--- src/rtl/dmx_pkg.sv ---
`timescale 1ns / 1ps
// ----------------------------------------------------------------------------
// DMX512 slot receiver package
// Shared payload types, function codes, register indexes and reset values.
// ----------------------------------------------------------------------------
package dmx_pkg;

   // Storage and field widths
   localparam int SLOT_DEPTH_DEFAULT = 512;
   localparam int COUNT_W            = 10;
   localparam int MS_W               = 17;
   localparam int TIMEOUT_W          = 16;
   localparam int BYTE_W             = 8;
   localparam int WORD_W             = 9;
   localparam int CSR_INDEX_W        = 1;
   localparam int CSR_DATA_W         = 16;

   // Register reset values
   localparam logic [COUNT_W-1:0]   MAX_SLOTS_RESET  = COUNT_W'(512);
   localparam logic [TIMEOUT_W-1:0] TIMEOUT_RESET    = TIMEOUT_W'(5000);

   // Item function codes
   typedef enum logic [1:0] {
      FUNC_WORD = 2'd0,
      FUNC_READ = 2'd1,
      FUNC_TICK = 2'd2
   } func_type;

   // Configuration register indexes
   typedef enum logic [CSR_INDEX_W-1:0] {
      CSR_MAX_SLOTS = 1'b0,
      CSR_TIMEOUT   = 1'b1
   } csr_index_type;

   // Input item
   typedef struct packed {
      logic [1:0]         func;
      logic [WORD_W-1:0]  rx_word;
      logic [COUNT_W-1:0] channel;
   } req_type;

   // Result item
   typedef struct packed {
      logic [BYTE_W-1:0]  slot_value;
      logic               online;
      logic [1:0]         frame_state;
      logic [COUNT_W-1:0] slots_received;
   } rsp_type;

endpackage

--- src/rtl/dmx_ram.sv ---
`timescale 1ns / 1ps
// ----------------------------------------------------------------------------
// Generic simple dual-port RAM
// One write port and one read port with registered read data.
// ----------------------------------------------------------------------------
module dmx_ram #(
   parameter int WIDTH = 8,
   parameter int DEPTH = 512
) (
   input  logic                                   clock,
   input  logic                                   wr_en,
   input  logic [(DEPTH > 1 ? $clog2(DEPTH) : 1)-1:0] wr_addr,
   input  logic [WIDTH-1:0]                       wr_data,
   input  logic                                   rd_en,
   input  logic [(DEPTH > 1 ? $clog2(DEPTH) : 1)-1:0] rd_addr,
   output logic [WIDTH-1:0]                       rd_data
);

   logic [WIDTH-1:0] mem [DEPTH];
   logic [WIDTH-1:0] rd_data_ff;

   // Write and registered read
   always_ff @(posedge clock) begin
      if (wr_en) begin
         mem[wr_addr] <= wr_data;
      end
      if (rd_en) begin
         rd_data_ff <= mem[rd_addr];
      end
   end

   assign rd_data = rd_data_ff;

endmodule

--- src/rtl/dmx512_slot_receiver.sv ---
`timescale 1ns / 1ps
// ----------------------------------------------------------------------------
// DMX512 slot receiver
// Frames received UART words into slots, serves channel reads and tracks
// line activity against a millisecond timeout.
// ----------------------------------------------------------------------------
// The block takes one item per clock cycle while req_stall is low. Its result
// passes through the registered read of the slot RAM and then the output
// register, which lets a new item in while a result waits.
// Slots live in a single RAM with one write and one read port. The RAM needs
// no clearing pass after reset: slots are always written in ascending order
// from slot 0, so a fill mark records how far the RAM has ever been written,
// and a read of a slot at or beyond the mark returns zero. Frame state, slot
// count and the millisecond counter are updated in the transfer cycle, so
// back-to-back items always see the state left by the item before them.
// Configuration is taken at any time; write it while the block is idle.
// ----------------------------------------------------------------------------
module dmx512_slot_receiver #(
   parameter int SLOT_DEPTH = dmx_pkg::SLOT_DEPTH_DEFAULT
) (
   input  logic                                clock,
   input  logic                                reset,
   // Input items
   input  logic                                req_valid,
   output logic                                req_stall,
   input  dmx_pkg::req_type                    req_data,
   // Results
   output logic                                rsp_valid,
   input  logic                                rsp_stall,
   output dmx_pkg::rsp_type                    rsp_data,
   // Configuration writes
   input  logic                                csr_valid,
   output logic                                csr_ready,
   input  logic [dmx_pkg::CSR_INDEX_W-1:0]     csr_index,
   input  logic [dmx_pkg::CSR_DATA_W-1:0]      csr_data
);

   localparam int ADDR_W = (SLOT_DEPTH > 1) ? $clog2(SLOT_DEPTH) : 1;
   localparam logic [dmx_pkg::COUNT_W-1:0] DEPTH_CNT = dmx_pkg::COUNT_W'(SLOT_DEPTH);
   localparam logic [dmx_pkg::MS_W-1:0]    MS_MAX    = '1;

   typedef enum logic [1:0] {
      ST_WAIT  = 2'd0,
      ST_START = 2'd1,
      ST_SLOTS = 2'd2
   } rx_state_type;

   // Configuration registers
   logic [dmx_pkg::COUNT_W-1:0]   max_slots_ff;
   logic [dmx_pkg::TIMEOUT_W-1:0] timeout_ff;

   // Frame state
   rx_state_type                  rx_state_ff,  rx_state_in;
   logic [dmx_pkg::COUNT_W-1:0]   slot_count_ff, slot_count_in;
   logic [dmx_pkg::COUNT_W-1:0]   fill_ff,      fill_in;
   logic [dmx_pkg::MS_W-1:0]      ms_ff,        ms_in;

   // Read stage and output stage
   logic                          s1_valid_ff;
   logic                          s1_hit_ff,    s1_hit_in;
   dmx_pkg::rsp_type              s1_data_ff,   s1_data_in;
   logic                          rsp_valid_ff;
   dmx_pkg::rsp_type              rsp_data_ff,  rsp_data_in;

   logic                          req_xfer;
   logic                          s1_move;
   logic                          is_read;
   logic                          capture_ok;
   logic                          wr_en;
   logic [dmx_pkg::COUNT_W-1:0]   ch_minus_one;
   logic [ADDR_W-1:0]             rd_addr;
   logic [ADDR_W-1:0]             wr_addr;
   logic [dmx_pkg::BYTE_W-1:0]    rd_data;

   // Handshakes
   assign s1_move   = !rsp_valid_ff || !rsp_stall;
   assign req_stall = s1_valid_ff && !s1_move;
   assign req_xfer  = req_valid && !req_stall;
   assign csr_ready = 1'b1;

   assign is_read = (req_data.func == dmx_pkg::FUNC_READ);

   // Decide slot capture and frame transitions
   assign capture_ok = (slot_count_ff < max_slots_ff) && (slot_count_ff < DEPTH_CNT);

   always_comb begin
      rx_state_in   = rx_state_ff;
      slot_count_in = slot_count_ff;
      fill_in       = fill_ff;
      ms_in         = ms_ff;
      wr_en         = 1'b0;
      if (req_xfer) begin
         unique case (req_data.func)
            dmx_pkg::FUNC_WORD: begin
               if (!req_data.rx_word[8]) begin
                  rx_state_in   = ST_START;
                  slot_count_in = '0;
                  ms_in         = '0;
               end else begin
                  unique case (rx_state_ff)
                     ST_START: begin
                        rx_state_in = (req_data.rx_word[7:0] == '0) ? ST_SLOTS : ST_WAIT;
                     end
                     ST_SLOTS: begin
                        if (capture_ok) begin
                           wr_en         = 1'b1;
                           slot_count_in = slot_count_ff + 1'b1;
                           if (slot_count_ff == fill_ff) begin
                              fill_in = fill_ff + 1'b1;
                           end
                        end else begin
                           rx_state_in = ST_WAIT;
                        end
                     end
                     default: begin
                        rx_state_in = rx_state_ff;
                     end
                  endcase
               end
            end
            dmx_pkg::FUNC_TICK: begin
               if (ms_ff != MS_MAX) begin
                  ms_in = ms_ff + 1'b1;
               end
            end
            default: begin
               ms_in = ms_ff;
            end
         endcase
      end
   end

   // Address the slot RAM
   assign ch_minus_one = req_data.channel - 1'b1;
   assign rd_addr      = ch_minus_one[ADDR_W-1:0];
   assign wr_addr      = slot_count_ff[ADDR_W-1:0];

   dmx_ram #(
      .WIDTH (dmx_pkg::BYTE_W),
      .DEPTH (SLOT_DEPTH)
   ) u_slot_ram (
      .clock   (clock),
      .wr_en   (wr_en),
      .wr_addr (wr_addr),
      .wr_data (req_data.rx_word[7:0]),
      .rd_en   (req_xfer && is_read),
      .rd_addr (rd_addr),
      .rd_data (rd_data)
   );

   // Build the status part of the result from the state after the item
   always_comb begin
      s1_hit_in = is_read
               && (req_data.channel != '0)
               && (req_data.channel <= DEPTH_CNT)
               && (req_data.channel <= max_slots_ff)
               && (req_data.channel <= fill_ff);
      s1_data_in                = '0;
      s1_data_in.online         = (ms_in <= {1'b0, timeout_ff});
      s1_data_in.frame_state    = rx_state_in;
      s1_data_in.slots_received = slot_count_in;
   end

   // Merge read data into the result
   always_comb begin
      rsp_data_in            = s1_data_ff;
      rsp_data_in.slot_value = s1_hit_ff ? rd_data : '0;
   end

   // Control state
   always_ff @(posedge clock) begin
      if (reset) begin
         max_slots_ff  <= dmx_pkg::MAX_SLOTS_RESET;
         timeout_ff    <= dmx_pkg::TIMEOUT_RESET;
         rx_state_ff   <= ST_WAIT;
         slot_count_ff <= '0;
         fill_ff       <= '0;
         ms_ff         <= '0;
         s1_valid_ff   <= 1'b0;
         rsp_valid_ff  <= 1'b0;
      end else begin
         if (csr_valid && csr_ready) begin
            unique case (csr_index)
               dmx_pkg::CSR_MAX_SLOTS: max_slots_ff <= csr_data[dmx_pkg::COUNT_W-1:0];
               dmx_pkg::CSR_TIMEOUT:   timeout_ff   <= csr_data[dmx_pkg::TIMEOUT_W-1:0];
               default:                timeout_ff   <= timeout_ff;
            endcase
         end
         rx_state_ff   <= rx_state_in;
         slot_count_ff <= slot_count_in;
         fill_ff       <= fill_in;
         ms_ff         <= ms_in;
         if (s1_move) begin
            rsp_valid_ff <= s1_valid_ff;
         end
         if (!req_stall) begin
            s1_valid_ff <= req_valid;
         end
      end
   end

   // Payload stages
   always_ff @(posedge clock) begin
      if (req_xfer) begin
         s1_hit_ff  <= s1_hit_in;
         s1_data_ff <= s1_data_in;
      end
      if (s1_move && s1_valid_ff) begin
         rsp_data_ff <= rsp_data_in;
      end
   end

   assign rsp_valid = rsp_valid_ff;
   assign rsp_data  = rsp_data_ff;

   // Fill mark never passes the RAM depth
   assert property (@(posedge clock) disable iff (reset) fill_ff <= DEPTH_CNT)
      else $error("fill mark beyond slot RAM depth");

   // Every captured slot lies below the fill mark
   assert property (@(posedge clock) disable iff (reset) slot_count_ff <= fill_ff)
      else $error("slot count ahead of fill mark");

   // Awaiting a start code means no slot captured yet
   assert property (@(posedge clock) disable iff (reset)
      rx_state_ff == ST_START |-> slot_count_ff == '0)
      else $error("slots counted before start code");

   // A RAM write always advances the slot count
   assert property (@(posedge clock) disable iff (reset)
      wr_en |=> slot_count_ff == $past(slot_count_ff) + 1'b1)
      else $error("slot write without count advance");

endmodule
--- config.mk ---
export PLATFORM = sky130hd
export DESIGN_NAME = dmx512_slot_receiver
export DESIGN_NICKNAME = d
export VERILOG_FILES = /design/src/rtl/dmx_pkg.sv /design/src/rtl/dmx_ram.sv /design/src/rtl/dmx512_slot_receiver.sv
export SDC_FILE = /design/constraint.sdc
export NUM_CORES = 2
export LEC_CHECK = 0
export BUFFER_PORTS_ARGS = -buffer_cell sky130_fd_sc_hd__buf_2
export CAP_MARGIN = 40
export CORE_UTILIZATION = 25
export CTS_CLUSTER_DIAMETER = 50
export DETAILED_ROUTE_END_ITERATION = 8
export SLEW_MARGIN = 20
export SYNTH_ARGS = -nofsm -noshare
export SYNTH_HDL_FRONTEND = slang
export SYNTH_SLANG_ARGS = --single-unit
--- constraint.sdc ---
create_clock -name clock -period 3.7 [get_ports clock]
set_input_delay 0.185 -clock clock [delete_from_list [all_inputs] [get_ports clock]]
set_output_delay 0.185 -clock clock [all_outputs]
set_load 0.02 [all_outputs]
## After elaboration in Yosys (flattened, before gate mapping)

Memories as Yosys holds them, arrays and structs flattened. A register that Yosys moved wholly into a read port is not among the register bits.
Cells that the tools add are included.

- Add/sub/neg operators: 4
- Multipliers: 0
- Divide/modulo/power cells: 0
- Order comparisons: 6
- Equality and inequality tests: 6
- Shift operators: 0
- Muxes and demuxes: 22
- Bitwise logic cells: 1
- Reductions and logical operators: 20

Operators by type and width:

| operator | count |
|---|---|
| $mux W17 | 3 |
| $mux W10 | 5 |
| $pmux W17 S2 | 1 |
| $add A10 B1 Y10 const B | 2 |
| $le A10 B10 Y1 | 2 |
| $add A17 B1 Y17 const B | 1 |
| $le A17 B16 Y1 | 1 |
| $ne A17 B17 Y1 const B | 1 |
| $eq A10 B10 Y1 | 1 |
| $le A10 B10 Y1 const B | 1 |
| $lt A10 B10 Y1 | 1 |
| $lt A10 B10 Y1 const B | 1 |
| $mux W2 | 5 |
| $reduce_bool A10 Y1 | 1 |
| $logic_and A1 B1 Y1 | 9 |
| $sub A9 B1 Y9 const B | 1 |
| $logic_not A8 Y1 | 1 |
| $mux W1 | 7 |
| $reduce_and A6 Y1 | 1 |
| $eq A2 B1 Y1 const B | 2 |
| $eq A2 B2 Y1 const B | 2 |
| $logic_not A1 Y1 | 4 |
| $pmux W2 S2 | 1 |
| $reduce_and A2 Y1 | 2 |
| other kinds (3) | 3 |

- Bits in registers: 102
- Latch bits: 0
- Bits in writable memories: 4096
- Bits in read-only memories: 0
- Bits of input ports: 43
- Memories: 1

Memory list:

| name | words | bits a word | read ports | clocked after Yosys merged registers in | wr ports | line | source |
|---|---|---|---|---|---|---|---|
| u_slot_ram.mem | 512 | 8 | 1 | 1 | 1 | dmx_ram.sv:19 | `logic [WIDTH-1:0] mem [DEPTH];` |

## Longest topological paths before layout

- Depth after elaboration: 9
- Gate-level depth with buffers: 18
- Depth with buffers taken out: 18

## Modules after synthesis

A second synthesis with hierarchy kept.

- Cell total of the unflattened synthesis: 8690
- Area, all modules: 165809.0 um^2

By module, submodules not included:

| module | instances | cells an instance | area an instance (um^2) | seq. area each (um^2) |
|---|---|---|---|---|
| dmx_ram | 1 | 8030 | 160007.2 | 123238.2 |
| dmx512_slot_receiver | 1 | 660 | 5801.8 | 2392.3 |

## Worst setup path after synthesis

OpenSTA, ideal clock, no wires.

- Kind: input to register
- From: in req_data[0] (netlist name)
- To: reg u_slot_ram.rd_data_ff[3] (netlist: u_slot_ram.rd_data[3]) (read register of u_slot_ram.mem), data pin
- Setup time: 0.270 ns
- Data arrival time: 3.316 ns
- Path slack: 0.113 ns
- Cell stages on the path: 17
- Cell sequence: buf_6 > buf_6 > buf_4 > inv_1 > ha_1 > buf_4 > buf_6 > buf_4 > clkbuf_1 > clkbuf_1 > mux4_2 > nand2_1 > a31oi_1 > a221oi_1 > a31oi_1 > nor3_1 > nand3_1

- Longest elaborated chain between the ends: 1

RTL lines:

| item | line | source |
|---|---|---|
| start, declared | dmx512_slot_receiver.sv:26 | `input dmx_pkg::req_type req_data,` |
| $sub A9 B1 Y9 | dmx512_slot_receiver.sv:134 | `assign ch_minus_one = req_data.channel - 1'b1;` |
| end, declared | dmx_ram.sv:20 | `logic [WIDTH-1:0] rd_data_ff;` |

No other way between the ends.
A chain may end at the register's enable or synchronous reset.

## Worst setup path after layout

- From: reg max_slots_ff[1] (netlist name)
- To: mem u_slot_ram.mem[462][2] (enable)

- Longest elaborated chain between the ends: 9

RTL lines:

| item | line | source |
|---|---|---|
| start, declared | dmx512_slot_receiver.sv:49 | `logic [dmx_pkg::COUNT_W-1:0] max_slots_ff;` |
| start signal, assigned | dmx512_slot_receiver.sv:173 | `max_slots_ff <= dmx_pkg::MAX_SLOTS_RESET;` |
| start signal, assigned | dmx512_slot_receiver.sv:184 | `dmx_pkg::CSR_MAX_SLOTS: max_slots_ff <= csr_data[dmx_pkg::COUNT_W-1:0];` |
| $lt A10 B10 Y1 | dmx512_slot_receiver.sv:84 | `assign capture_ok = (slot_count_ff < max_slots_ff) && (slot_count_ff < DEPTH_CNT);` |
| $logic_and A1 B1 Y1 | dmx512_slot_receiver.sv:84 |  |
| $mux W1 | dmx512_slot_receiver.sv:105 | `if (capture_ok) begin` |
| $mux W1 | dmx512_slot_receiver.sv:100 | `unique case (rx_state_ff)` |
| $mux W1 | dmx512_slot_receiver.sv:95 | `if (!req_data.rx_word[8]) begin` |
| $mux W1 | dmx512_slot_receiver.sv:93 | `unique case (req_data.func)` |
| $mux W1 | dmx512_slot_receiver.sv:92 | `if (req_xfer) begin` |
| $mux W1 | dmx_ram.sv:24 | `if (wr_en) begin` |
| $mux W1 (not written as such) | dmx_ram.sv:25 | `mem[wr_addr] <= wr_data;` |
| end, declared | dmx_ram.sv:19 |  |

No other way between the ends.

==> results.sh <==
export IMPL_yosys_warnings=0
export IMPL_synth_xor_area_share_pct=0.153
export IMPL_regToRegStartpoint="max_slots_ff[1]"
export IMPL_clock_path_buffers=4
export IMPL_synthSimpleGateAreaFrac_pct=5.65
export IMPL_ys_async_sr_fraction_pct=0
export IMPL_reg2regPathDepth=13
export IMPL_rows=298
export IMPL_place_inst=18100
export IMPL_core_area_um2=659000
export IMPL_status="finished, final reports clean"
export IMPL_fin_crit_sh_pct=93.7
export IMPL_top_usage_layer="met2"
export IMPL_max_cap_violations=0
export IMPL_drt_first_pass_iters=6
export IMPL_fin_util_pct=30.5
export IMPL_die_w_um=816
export IMPL_portBuffers=65
export IMPL_path_clk_slew_ns=0.05
export IMPL_clk_latency_ns=1.02
export IMPL_yosys_area_share_adder_pct=0.423
export IMPL_synth_top_area_share_pct=75.0
export IMPL_ys_ff_latch=4206
export IMPL_routed_wirelength_um=445000
export IMPL_antenna_found_initial=21
export IMPL_grt_pass1_wl_um=640000
export IMPL_synth_top_area_cell="edfxtp_1"
export IMPL_slew_headroom_pct=24.1
export IMPL_synth_distinct_cells=73
export IMPL_hpwl_um=272000
export IMPL_avgSynthCellArea_um2=19.1
export IMPL_track_usage_pct=12.8
export IMPL_final_cell_mix="edfxtp_1 (4139), nand2_1 (1073), buf_4 (1061), mux4_2 (1026), nor2_1 (509)"
export IMPL_r2r_setup_slack_ns=0.23
export IMPL_path_buf_inv=4
export IMPL_grt_max_degree=196
export IMPL_setup_ws_ns=0.234
export IMPL_critical_path_top_delay_family="compound AO/OA/AOI/OAI gates"
export IMPL_final_setup_viol_count=0
export IMPL_stdcell_count=19000
export IMPL_cp_arrival_ns=4.10
export IMPL_powerDensity_nw_per_um2=520
export IMPL_crit_type="flop to flop"
export IMPL_grt_ovfl_total=0
export IMPL_synthMuxAreaShare_pct=14.2
export IMPL_nFillCells=63700
export IMPL_critPathMostFrequentCell="a21o_1"
export IMPL_hold_path_startpoint="csr_data[7]"
export IMPL_ioPinCount=67
export IMPL_clock_sinks=4206
export IMPL_synthCells=8695
export IMPL_synth_compound_area_share_pct=2.05
export IMPL_start_kind="flop"
export IMPL_place_gp_congestion=0.842
export IMPL_cp_slowest_stage_delay_ns=0.41
export IMPL_cts_max_level=5
export IMPL_syn_cell_area_um2=166000
export IMPL_p_leak_uw=0.0644
export IMPL_worst_ir_drop_vdd_v=0.000487
export IMPL_globalRouteMet1Util_pct=17.8
export IMPL_drc=0
export IMPL_numCtsBuffers=456
export IMPL_layout_drive_gt1_share_pct=29.4
export IMPL_cts_tree="yes"
export IMPL_required_ns=4.33
export IMPL_avgViaCountPerCell=4.65
export IMPL_setup_tns_ns=0
export IMPL_area_growth_pct=21.4
export IMPL_drt_wirelength_per_cell_um=23.4
export IMPL_cp_slowest_cell="a2111oi_4"
export IMPL_vias=88300
export IMPL_hold_class="primary input to flop"
export IMPL_ant_nets=0
export IMPL_synth_seq_area_share_pct=75.8
export IMPL_worst_slew_pin_slew_ns=1.14
export IMPL_synth_main_ff_cell="edfxtp_1"
export IMPL_worst_clock_skew_ns=0.102
export IMPL_fin_nets=10000
export IMPL_crit_fanout=8
export IMPL_hold_viol=0
export IMPL_timing_fmax_mhz=288
export IMPL_critPathCaptureType="flop"
export IMPL_fin_crit_ns=3.47
export IMPL_use_met2_pct=20.7
export IMPL_hold_path_end="max_slots_ff[7]"
export IMPL_slew_viol_final=0
export IMPL_final_common_cell="edfxtp_1"
export IMPL_dpl_instance_area_um2=185000
export IMPL_dieHeight_um=816
export IMPL_crit_chain="inv_1 > ha_1 > a21o_1 > a21o_1 > a21o_1 > a21oi_2 > o21ai_2 > a2111oi_4 > clkbuf_16 > nand3_4 > buf_4 > nor2_1 > buf_4"
export IMPL_syn_nets=8794
export IMPL_use_met3_pct=2.16
export IMPL_hold_depth=4
export IMPL_cts_root_buffer="clkbuf_16"
export IMPL_design_area_um2=201000
export IMPL_synth_edf_count=4139
export IMPL_synthTopCellsByArea="edfxtp_1 (75%), mux4_2 (14%), nand2_1 (2.5%)"
export IMPL_synth_top_family_by_area="multiplexers"
export IMPL_grt_pass1_vias=89100
export IMPL_r2r_end="u_slot_ram.mem[462][2]"
export IMPL_initial_core_util_pct=25.1
export IMPL_die_area_um2=666000
export IMPL_first_iter_violations=10300
export IMPL_pre_cts_ws_ns=-0.706
==> where the power goes <==
part,internal (uW),switching [uW]
Combinational,2780,4420
Clock,25800,19100
Sequential,52400,30.6
Total,80900,23600
==> synthesized netlist by cell type (all sizes together), types with 8 or more instances <==
master / n
mux4: 1026
mux2i: 44
xor2: 14
o22ai: 44
nand2b: 9
nor2b: 19
ha: 56
nand2: 1087
nand3: 179
clkbuf: 308
a221oi: 18
a311o: 8
edfxtp: 4139
and2: 12
o31ai: 10
o21ai: 25
a32oi: 39
nor3: 185
dfxtp: 67
a21o: 17
buf: 241
or2: 8
nor2: 513
a311oi: 23
a21oi: 234
and3: 69
nand4: 72
inv: 55
nor4: 9
xnor2: 14
a31oi: 67
or4: 11
==> cell type report <==
class                      count  area [um2]  area share (%)
clock inverter               291        3060            1.52
multi-input combinational   3885       37600            18.7
timing repair buffer        1331       11800            5.87
antenna                        9        22.5          0.0112
sequential                  4206      126000            62.5
tap                         8700       10900            5.41
clock buffer                 533       11800            5.87
inverter                      55         206           0.103
==> stage by stage <==
stage | power (uW) | hold WS [ns]
after floorplan | 57000 | 0.284
after global placement | 60500 | 0.410
after detailed placement | 60500 | 0.409
after CTS | 105000 | 0.000341
after global routing | 107000 | 0.0616
final | 105000 | 0.0766
==> worst max-delay path by stage <==
| stage | from | to | slack, ns | cells after the start |
|---|---|---|---|---|
| final | max_slots_ff[1] | u_slot_ram.mem[462][2] | 0.23 | 13 |
| after global routing | ms_ff[1] | rsp_data_in[12] | -0.03 | 18 |
| after CTS | max_slots_ff[7] | u_slot_ram.mem[462][2] | 0.05 | 12 |
| after detailed placement | req_data[0] | u_slot_ram.rd_data[3] | -0.71 | 16 |
| after global placement | req_data[0] | u_slot_ram.rd_data[3] | -0.66 | 16 |
| after floorplan | req_data[0] | u_slot_ram.rd_data[3] | 0.11 | 17 |
==> worst min-delay path: cells and delay by family <==
kind / cells / cell delay [ns]
buffers and inverters: 2 / 0.68
AO/OA/AOI/OAI: 1 / 0.05
AND/OR/NAND/NOR: 1 / 0.06
==> repair_timing <==
| item | CTS | global route |
|---|---|---|
| hold endpoints to repair | 861 | 0 |
| hold buffers | 72 | 0 |
| resized for setup | 0 | 4 |
| setup buffers | 0 | 6 |
| endpoints found under the setup margin | 0 | 272 |
==> state kept, by name (all words and copies together), names as in the netlist <==
register,cells
rsp_data_in,13
rsp_data,21
ms_ff,17
u_slot_ram.rd_data,8
s1_valid_ff,1
rx_state_ff,2
fill_ff,10
s1_hit_ff,1
max_slots_ff,10
rsp_valid,1
slot_count_ff,10
timeout_ff,16
u_slot_ram.mem,4096
==> cells by family (layout without fill, tap and decap cells) <==
logic type,Yosys count,in the layout
adder cells (fa/ha/maj),56,56
XOR/XNOR,28,28
AND/OR/NAND/NOR,2196,2196
AO/OA/AOI/OAI,532,532
flip-flops,4206,4206
other,1,10
buffers and inverters,604,2210
multiplexers,1072,1072
==> metal layers <==
layer,up-vias,part of all wire (%)
met5,-,0.0016
met4,2,3.0
met3,674,7.7
met2,3475,47
met1,46700,42
li1,37500,-
No activity file was read; power rests on OpenSTA's default activity.
